`src/design/mpsm_ram.sv`:
```
// ---------------------------------------------------------------------------
// mpsm_ram
// generic single-port write, single-port read ram with registered read
// ---------------------------------------------------------------------------
module mpsm_ram #(
  parameter int WIDTH = 8,
  parameter int DEPTH = 16
) (
  input  logic                     clk,
  input  logic                     we,
  input  logic [$clog2(DEPTH)-1:0] waddr,
  input  logic [WIDTH-1:0]         wdata,
  input  logic [$clog2(DEPTH)-1:0] raddr,
  output logic [WIDTH-1:0]         rdata
);

  logic [WIDTH-1:0] mem [DEPTH];

  // write port and registered read port
  always_ff @(posedge clk) begin
    if (we) begin
      mem[waddr] <= wdata;
    end
    rdata <= mem[raddr];
  end

endmodule

```
`config.mk`:
```
export PLATFORM = sky130hd
export DESIGN_NAME = mpsm_ram
export DESIGN_NICKNAME = d
export VERILOG_FILES = /design/src/design/mpsm_ram.sv
export SDC_FILE = /design/constraint.sdc
export NUM_CORES = 1
export LEC_CHECK = 0
export ABC_AREA = 1
export BUFFER_PORTS_ARGS = -buffer_cell sky130_fd_sc_hd__clkbuf_2
export CORE_UTILIZATION = 55
export DETAILED_ROUTE_END_ITERATION = 16
export GPL_ROUTABILITY_DRIVEN = 0
export PLACE_DENSITY = 0.72
export SYNTH_ARGS = -nofsm -noshare
export SYNTH_HDL_FRONTEND = slang
export SYNTH_SLANG_ARGS = --single-unit
```
`constraint.sdc`:
```
create_clock -name clk -period 2.8 [get_ports clk]
set_clock_uncertainty 0.1 [all_clocks]
set_input_delay 0.56 -clock clk [delete_from_list [all_inputs] [get_ports clk]]
set_output_delay 0.56 -clock clk [all_outputs]
set_load 0.02 [all_outputs]
```
== After elaboration in Yosys (flattened, before gate mapping) ==
Memory sizes are Yosys's and may differ from the RTL's. A register that Yosys moved wholly into a read port is not among the register bits.
Index checks and enable logic that the tools add are counted.
Word-level totals
  bits in registers: 0
  bits in writable memories: 128
  bits of input ports: 18
  output and inout bits: 8
  word-level logic and storage cells: 3
  memories kept: 1
Memories
  mem: words 16, bits a word 8, rd ports 1, clocked after memory_dff 1, write ports 1, line 17  | logic [WIDTH-1:0] mem [DEPTH];
Operators by class
  muxes and demuxes: 2
Operators by type and width (number)
  1-bit 2-to-1 mux: 2

== Depth between registers and ports, before layout ==
Gate-level depths: netlist (run 1).
  word-level depth: 2
  depth in mapped cells: 8
  gate-level depth less buffers: 7

== Least setup slack after synthesis (run 1) ==
No wires, ideal clock.
  path kind: input -> register
  from: input waddr[2]
  to: memory mem[10][0], enable pin
  setup time: 0.370 ns
  data arrival time: 1.141 ns
  required time: 2.330 ns
  path slack: 1.189 ns
  stages: 2
  buffers on the path: 0
  cells stage by stage: nand3b_1 nor2_1
RTL lines
  start: declaration: line 11  | input logic [$clog2(DEPTH)-1:0] waddr,
  end: declaration: line 17
No word-level cell before the write port.

== Worst setup path in the final report (run 1) ==
  from: register rdata[2] (read register of mem)
  to: output rdata[2]
RTL lines
  start: declaration: line 14  | output logic [WIDTH-1:0] rdata
No word-level cell between the ends.

==> flow_metrics.env, run 1 <==
export IMPL_status="finished clean"
export IMPL_die_x_um=104
export IMPL_vias=3714
export IMPL_grt_pass1_vias=3608
export IMPL_synth_area_leader_cell="edfxtp_1"
export IMPL_yosys_top_cells_area="edfxtp_1 67%, nand2_1 11%, nand3_1 8.4%"
export IMPL_cp_data_required_time_ps=2140
export IMPL_clock_fmax_mhz=589
export IMPL_io_pins=26
export IMPL_worstSkewPairLatency_ps=520
export IMPL_synth_cell_types=12
export IMPL_ys_seq_area_share_pct=69.4
export IMPL_p_total_mw=4.99
export IMPL_grt_pass1_wl_mm=19.0
export IMPL_yosysWarnings=0
export IMPL_power_density_mw_per_mm2=757
export IMPL_die_h_um=104
export IMPL_antenna_found_initial=0
export IMPL_cp_end_kind="primary output"
export IMPL_crit_family="flip-flops"
export IMPL_overflow=0
export IMPL_post_drt_wl_per_cell_um=16.5
export IMPL_cts_sinks=136
export IMPL_async_flop_share_pct=0
export IMPL_n_fill_cell=776
export IMPL_yosysMostFrequentCell="nand2_1"
export IMPL_rsz0062_at_grt="false"
export IMPL_max_slew_worst_pin_slew_ps=779
export IMPL_ctsRootBufferMaster="clkbuf_8"
export IMPL_drive_gt1_share_pct=10.8
export IMPL_wirelength_mm=12.0
export IMPL_worstRegToRegCells=6
export IMPL_syn_inst=551
export IMPL_hold_depth=3
export IMPL_finalCritPeriodShare_pct=60.6
export IMPL_grt_max_degree=65
export IMPL_drcViolationCount=0
export IMPL_slowest_stage="dfxtp_1"
export IMPL_postRouteAntennaNets=0
export IMPL_tns_ps=0
export IMPL_p_leak_nw=2.87
export IMPL_slowest_delay_ps=340
export IMPL_first_iter_violations=303
export IMPL_cts_resized=0
export IMPL_port_buffers=25
export IMPL_track_usage_pct=24.1
export IMPL_dp_worst_setup_slack_ps=770
export IMPL_dieArea_sq_mm=0.0109
export IMPL_viasPerCell=5.12
export IMPL_core_area_sq_mm=0.0102
export IMPL_ys_ff_latch=136
export IMPL_syn_nets=569
export IMPL_fin_util_pct=64.5
export IMPL_maxCapViolCount=0
export IMPL_synth_top_area_share_pct=66.7
export IMPL_crit_buf_inv=1
export IMPL_worstPathArrival_ps=1040
export IMPL_hpwl_mm=7.41
export IMPL_areaGrowthSynthToFinish_pct=14.4
export IMPL_final_hold_violation_count=0
export IMPL_nets=595
export IMPL_worstPathCellList="clkbuf_2"
export IMPL_cts_buffer_depth=2
export IMPL_synth_common_cells="173 x nand2_1, 128 x edfxtp_1, 100 x inv_1, 97 x nand3_1, 17 x nor2_1"
export IMPL_fin_crit_ps=1700
export IMPL_initial_core_util_pct=56.4
export IMPL_start_kind="register"
export IMPL_cts_setup_buffers=0
export IMPL_synth_edff_count=128
export IMPL_synthesis_area_sq_mm=0.00577
export IMPL_cts_tree="yes"
export IMPL_slew_violations=0
export IMPL_reg2reg_slack_ps=1630
export IMPL_htreeDepth=4
export IMPL_fin_ws_ps=1100
export IMPL_antenna_cells=0
export IMPL_path_class="register to primary output"
export IMPL_cts_hold_buf=0
export IMPL_setup_viol=0
export IMPL_cts_made_buffers=17
export IMPL_cp_max_fo=1
export IMPL_hp_class="input pin to register"
export IMPL_num_rows=37
export IMPL_synth_flop_cell="edfxtp_1"
export IMPL_slew_limit_headroom_pct=47.9
export IMPL_worst_path_stages=1
export IMPL_clkTransAtPathRegs_ps=60
export IMPL_ir_drop_v=0.000482
export IMPL_syn_area_per_cell_sq_um=10.5
export IMPL_drt_pass1_iter_count=5
==> per-layer routing <==
metal,GRT usage (%),wire length (um)
met4,10.7,275
met2,37.3,5630
met5,0,0
met3,5.39,814
met1,32.7,5250
==> registers in the layout, summed over array words and instances, names as in the netlist <==
register and cells:
mem 128, rdata 8
==> final timing paths <==
| check | to | start |
|---|---|---|
| worst max-delay path | rdata[2] | rdata[2] |
| worst min-delay path | rdata[5] | raddr[3] |
| worst max register to register | rdata[0] | mem[7][0] |
| worst min register to register | rdata[2] | mem[13][2] |
==> power by group <==
part	total (mW)	switching [mW]	internal [mW]	leakage, nW
Clock	2.42	0.805	1.62	0.314
Combinational	0.282	0.206	0.0760	1.33
Sequential	2.29	0.0136	2.28	1.22
Total	4.99	1.02	3.97	2.87
==> worst reg2reg max path, delay by kind of cell, from the launching register on <==
family | cells | cell delay [ps]
DFF | 1 | 370
and+or+nand+nor | 5 | 530
buffers and inverters | 1 | 60
==> cells by family after synthesis <==
kind of cell | count (synthesis) | share of synthesized area, %
flip-flops | 136 | 69.4
buffers and inverters | 126 | 9.52
AND/OR/NAND/NOR | 289 | 21.0
==> per-stage QoR <==
| stage | hold WS (ps) | std cells | cell area [sq um] |
|---|---|---|---|
| floorplan | 507 | 551 | 5770 |
| global placement | 528 | 694 | 5950 |
| detailed placement | 556 | 694 | 5950 |
| CTS | 285 | 726 | 6600 |
| global route | 309 | 726 | 6600 |
| finish | 309 | 726 | 6600 |
==> layout by cell type (no fill, tap or decap) <==
master	Yosys	layout
clkinv_4	0	1
clkbuf_16	0	16
inv_1	100	100
clkbuf_2	0	25
inv_2	2	2
clkbuf_8	0	1
clkinv_2	0	5
edfxtp_1	128	128
clkinvlp_4	0	2
nand2_1	173	173
buf_4	4	5
nand3b_1	2	2
nand3_1	97	97
clkbuf_1	0	1
dfxtp_1	8	8
nor2_1	17	17
buf_12	0	1
bufinv_16	0	6
==> cell type report <==
class	count	area, sq um	area share (%)
flip-flops and latches	136	4000	60.7
multi-input cells	289	1210	18.4
clock buffers	18	418	6.33
inverters	102	383	5.80
clock inverters	14	229	3.47
repair buffers	31	183	2.77
well taps	136	170	2.58
No activity file was read; power rests on OpenSTA's default activity.
==> inputs of run 2 (changes only) <==
PLACE_DENSITY = 0.75   (was 0.72)
clock period = 1.5 ns   (was 2.8 ns; I/O delays follow)
==> flow_metrics.env, run 2 (synthesis gave the netlist of run 1 again) <==
export IMPL_grt_pass1_wl_mm=19.9
export IMPL_grt_pass1_vias=3967
export IMPL_cts_buffer_depth=2
export IMPL_initial_core_util_pct=56.4
export IMPL_grt_max_degree=51
export IMPL_p_leak_nw=2.98
export IMPL_worstPathArrival_ps=1080
export IMPL_antenna_cells=0
export IMPL_port_buffers=25
export IMPL_tns_ps=0
export IMPL_cp_end_kind="primary output"
export IMPL_power_density_mw_per_mm2=1390
export IMPL_worstSkewPairLatency_ps=520
export IMPL_final_hold_violation_count=0
export IMPL_hp_class="input pin to register"
export IMPL_fin_ws_ps=20.0
export IMPL_postRouteAntennaNets=0
export IMPL_cts_tree="yes"
export IMPL_ir_drop_v=0.000945
export IMPL_top_register="mem"
export IMPL_clock_fmax_mhz=676
export IMPL_crit_family="flip-flops"
export IMPL_vias=3957
export IMPL_rsz0062_at_grt="false"
export IMPL_instances_no_fill=747
export IMPL_fin_crit_ps=1480
export IMPL_cts_resized=0
export IMPL_post_drt_wl_per_cell_um=17.1
export IMPL_slowest_stage="dfxtp_1"
export IMPL_worstPathCellList="clkbuf_2"
export IMPL_hpwl_mm=7.85
export IMPL_htreeDepth=4
export IMPL_max_slew_worst_pin_slew_ps=466
export IMPL_clkTransAtPathRegs_ps=60
export IMPL_slowest_delay_ps=380
export IMPL_crit_buf_inv=1
export IMPL_track_usage_pct=25.0
export IMPL_mostFrequentLayoutCells="173 x nand2_1, 128 x edfxtp_1, 100 x inv_1, 97 x nand3_1, 25 x clkbuf_2"
export IMPL_drive_gt1_share_pct=13.4
export IMPL_cts_sinks=136
export IMPL_drcViolationCount=0
export IMPL_die_h_um=104
export IMPL_final_common_cell="nand2_1"
export IMPL_slew_limit_headroom_pct=68.9
export IMPL_start_kind="register"
export IMPL_fin_util_pct=66.3
export IMPL_overflow=0
export IMPL_areaGrowthSynthToFinish_pct=17.7
export IMPL_finalCritPeriodShare_pct=98.7
export IMPL_die_x_um=104
export IMPL_setup_viol=0
export IMPL_path_class="register to primary output"
export IMPL_cts_hold_buf=0
export IMPL_core_area_sq_mm=0.0102
export IMPL_final_cell_area_sq_mm=0.00679
export IMPL_largest_reg_flops=128
export IMPL_viasPerCell=5.30
export IMPL_drt_pass1_iter_count=5
export IMPL_nets=616
export IMPL_dpl_cell_area_sq_mm=0.00614
export IMPL_cp_data_required_time_ps=1100
export IMPL_antenna_found_initial=0
export IMPL_dieArea_sq_mm=0.0109
export IMPL_ctsRootBufferMaster="clkbuf_8"
export IMPL_num_rows=37
export IMPL_maxCapViolCount=0
export IMPL_reg_largest_list="mem x128, rdata x8"
export IMPL_cts_setup_buffers=0
export IMPL_first_iter_violations=333
export IMPL_io_pins=26
export IMPL_wirelength_mm=12.7
export IMPL_cts_made_buffers=17
export IMPL_cp_max_fo=1
export IMPL_status="finished clean"
export IMPL_dp_worst_setup_slack_ps=1.48
export IMPL_placed_cells=715
export IMPL_slew_violations=0
## run 2: cell count changes in the layout (fill, tap and decap cells not counted), sizes merged
| cell | before | now |
|---|---|---|
| clkbuf | 43 | 45 |
| inv | 102 | 103 |
| clkinv | 6 | 3 |
| buf | 6 | 27 |
## run 2: worst paths after layout
| kind | from | to | slack (ps) | cells after the start |
|---|---|---|---|---|
| hold / removal | raddr[3] | rdata[4] | 60 | 3 |
| setup reg to reg | mem[1][7] | rdata[7] | 280 | 6 |
| hold reg to reg | mem[10][7] | rdata[7] | 570 | 6 |
| setup / recovery | rdata[6] | rdata[6] | 20 | 1 |
## run 2: layout make-up
| type | instances | area (sq um) |
|---|---|---|
| Timing Repair Buffer | 52 | 365 |
| Inverter | 102 | 383 |
| Clock inverter | 12 | 225 |
| Clock buffer | 20 | 425 |
| Multi-Input combinational cell | 289 | 1210 |
| Sequential cell | 136 | 4000 |
| Fill cell | 739 | 3440 |
| Tap cell | 136 | 170 |
## run 2: per-stage QoR
stage	total power, mW	hold slack, ps
floorplan	4.68	299
global placement	4.89	539
detailed placement	4.91	553
CTS	9.44	56.4
global route	9.64	70.5
finish	9.42	61.7
## run 2: metal layers
layer,track usage (%),vias to the layer above,share of wire (%)
met1,29.5,1868,38
met2,42.8,185,51
met3,6.33,39,8.2
li1,-,1865,-
met4,11.8,0,3.2
met5,0,-,0
## run 2: where the power goes
part | switching (mW) | total [mW] | internal [mW]
clock network | 1.54 | 4.58 | 3.04
logic | 0.396 | 0.565 | 0.168
registers | 0.0265 | 4.28 | 4.25
==> inputs of run 3 (changes only) <==
CTS_BUF_LIST = sky130_fd_sc_hd__clkbuf_2 sky130_fd_sc_hd__clkbuf_4 sky130_fd_sc_hd__clkbuf_8   (was default)
==> flow_metrics.env, run 3 (synthesis gave the netlist of run 1 again) <==
export IMPL_status="finished clean"
export IMPL_cts_sinks=136
export IMPL_antenna_found_initial=0
export IMPL_core_area_sq_mm=0.0102
export IMPL_final_common_cell="nand2_1"
export IMPL_mostFrequentLayoutCells="173 x nand2_1, 128 x edfxtp_1, 100 x inv_1, 97 x nand3_1, 25 x clkbuf_2"
export IMPL_worstPathArrival_ps=1000
export IMPL_initial_core_util_pct=56.4
export IMPL_crit_buf_inv=1
export IMPL_first_iter_violations=237
export IMPL_tns_ps=0
export IMPL_die_h_um=104
export IMPL_fin_crit_ps=1400
export IMPL_start_kind="register"
export IMPL_post_drt_wl_per_cell_um=16.9
export IMPL_drive_gt1_share_pct=13.9
export IMPL_postRouteAntennaNets=0
export IMPL_vias=3949
export IMPL_p_total_mw=8.41
export IMPL_clock_fmax_mhz=716
export IMPL_overflow=0
export IMPL_instances_no_fill=747
export IMPL_p_switching_mw=1.79
export IMPL_setup_viol=0
export IMPL_switching_share_pct=21.3
export IMPL_dieArea_sq_mm=0.0109
export IMPL_worstPathCellList="clkbuf_2"
export IMPL_port_buffers=25
export IMPL_hpwl_mm=7.85
export IMPL_cp_data_required_time_ps=1100
export IMPL_rsz0062_at_grt="false"
export IMPL_num_rows=37
export IMPL_reg_largest_list="mem x128, rdata x8"
export IMPL_worstSkewPairLatency_ps=420
export IMPL_ctsRootBufferMaster="clkbuf_8"
export IMPL_cp_max_fo=1
export IMPL_cts_made_buffers=17
export IMPL_placed_cells=715
export IMPL_antenna_cells=0
export IMPL_grt_pass1_wl_mm=19.5
export IMPL_slew_limit_headroom_pct=70.2
export IMPL_clkTransAtPathRegs_ps=80
export IMPL_grt_max_degree=51
export IMPL_comb_power_share_pct=6.7
export IMPL_drt_pass1_iter_count=5
export IMPL_maxCapViolCount=0
export IMPL_ir_drop_v=0.000839
export IMPL_crit_family="flip-flops"
export IMPL_cp_end_kind="primary output"
export IMPL_htreeDepth=4
export IMPL_cts_buffer_depth=2
export IMPL_p_leak_nw=2.91
export IMPL_cts_tree="yes"
export IMPL_p_seq_share_pct=50.8
export IMPL_slowest_stage="dfxtp_1"
export IMPL_slew_violations=0
export IMPL_areaGrowthSynthToFinish_pct=14.8
export IMPL_cts_setup_buffers=0
export IMPL_die_x_um=104
export IMPL_fin_util_pct=64.7
export IMPL_finalCritPeriodShare_pct=93.1
export IMPL_cts_resized=0
export IMPL_largest_reg_flops=128
export IMPL_max_slew_worst_pin_slew_ps=447
export IMPL_viasPerCell=5.29
export IMPL_slowest_delay_ps=390
export IMPL_path_class="register to primary output"
export IMPL_track_usage_pct=24.4
export IMPL_hp_class="input pin to register"
export IMPL_p_clk_share_pct=42.5
export IMPL_wirelength_mm=12.6
export IMPL_final_hold_violation_count=0
export IMPL_nets=616
export IMPL_top_register="mem"
export IMPL_cts_hold_buf=0
export IMPL_dp_worst_setup_slack_ps=1.48
export IMPL_n_fill_cell=767
export IMPL_drcViolationCount=0
export IMPL_fin_ws_ps=104
export IMPL_p_int_mw=6.62
export IMPL_grt_pass1_vias=3884
export IMPL_io_pins=26
export IMPL_power_density_mw_per_mm2=1270
run 3: cell counts in the layout (fill, tap and decap cells not counted):
No cell type changed its count.
run 3: path summary, 6_finish.rpt:
kind / start / endpoint / slack [ps] / cells past startpoint
max reg2reg: mem[3][7] / rdata[7] / 290 / 6
min reg2reg: mem[12][2] / rdata[2] / 570 / 6
max: rdata[6] / rdata[6] / 100 / 1
min: raddr[3] / rdata[4] / 170 / 3
run 3: area by class of cell:
| cell class | instances | area, sq um | share of cell area, % |
|---|---|---|---|
| well taps | 136 | 170 | 2.57 |
| clock buffers | 20 | 256 | 3.88 |
| flip-flops and latches | 136 | 4000 | 60.5 |
| clock inverters | 12 | 225 | 3.40 |
| inverters | 102 | 383 | 5.79 |
| multi-input cells | 289 | 1210 | 18.3 |
| repair buffers | 52 | 365 | 5.52 |
run 3: per-stage QoR:
stage / area [sq um] / hold WS, ps
global route: 6620 / 150
detailed placement: 6140 / 553
global placement: 6140 / 539
finish: 6620 / 171
CTS: 6620 / 148
floorplan: 5770 / 299
run 3: routing by layer:
layer	share of wire (%)	routed length, um	global-route usage (%)
met1	39	4920	29.0
met2	51	6490	41.8
met3	7.3	916	7.33
met4	2.3	291	8.88
met5	0	0	0
run 3: power groups by stage:
stage	Clock (mW)	Combinational [mW]	Sequential (mW)
after floorplan	0	0.300	4.38
after global placement	0	0.542	4.35
after detailed placement	0	0.557	4.36
after CTS	3.61	0.563	4.27
after global routing	3.75	0.613	4.28
final	3.58	0.565	4.27
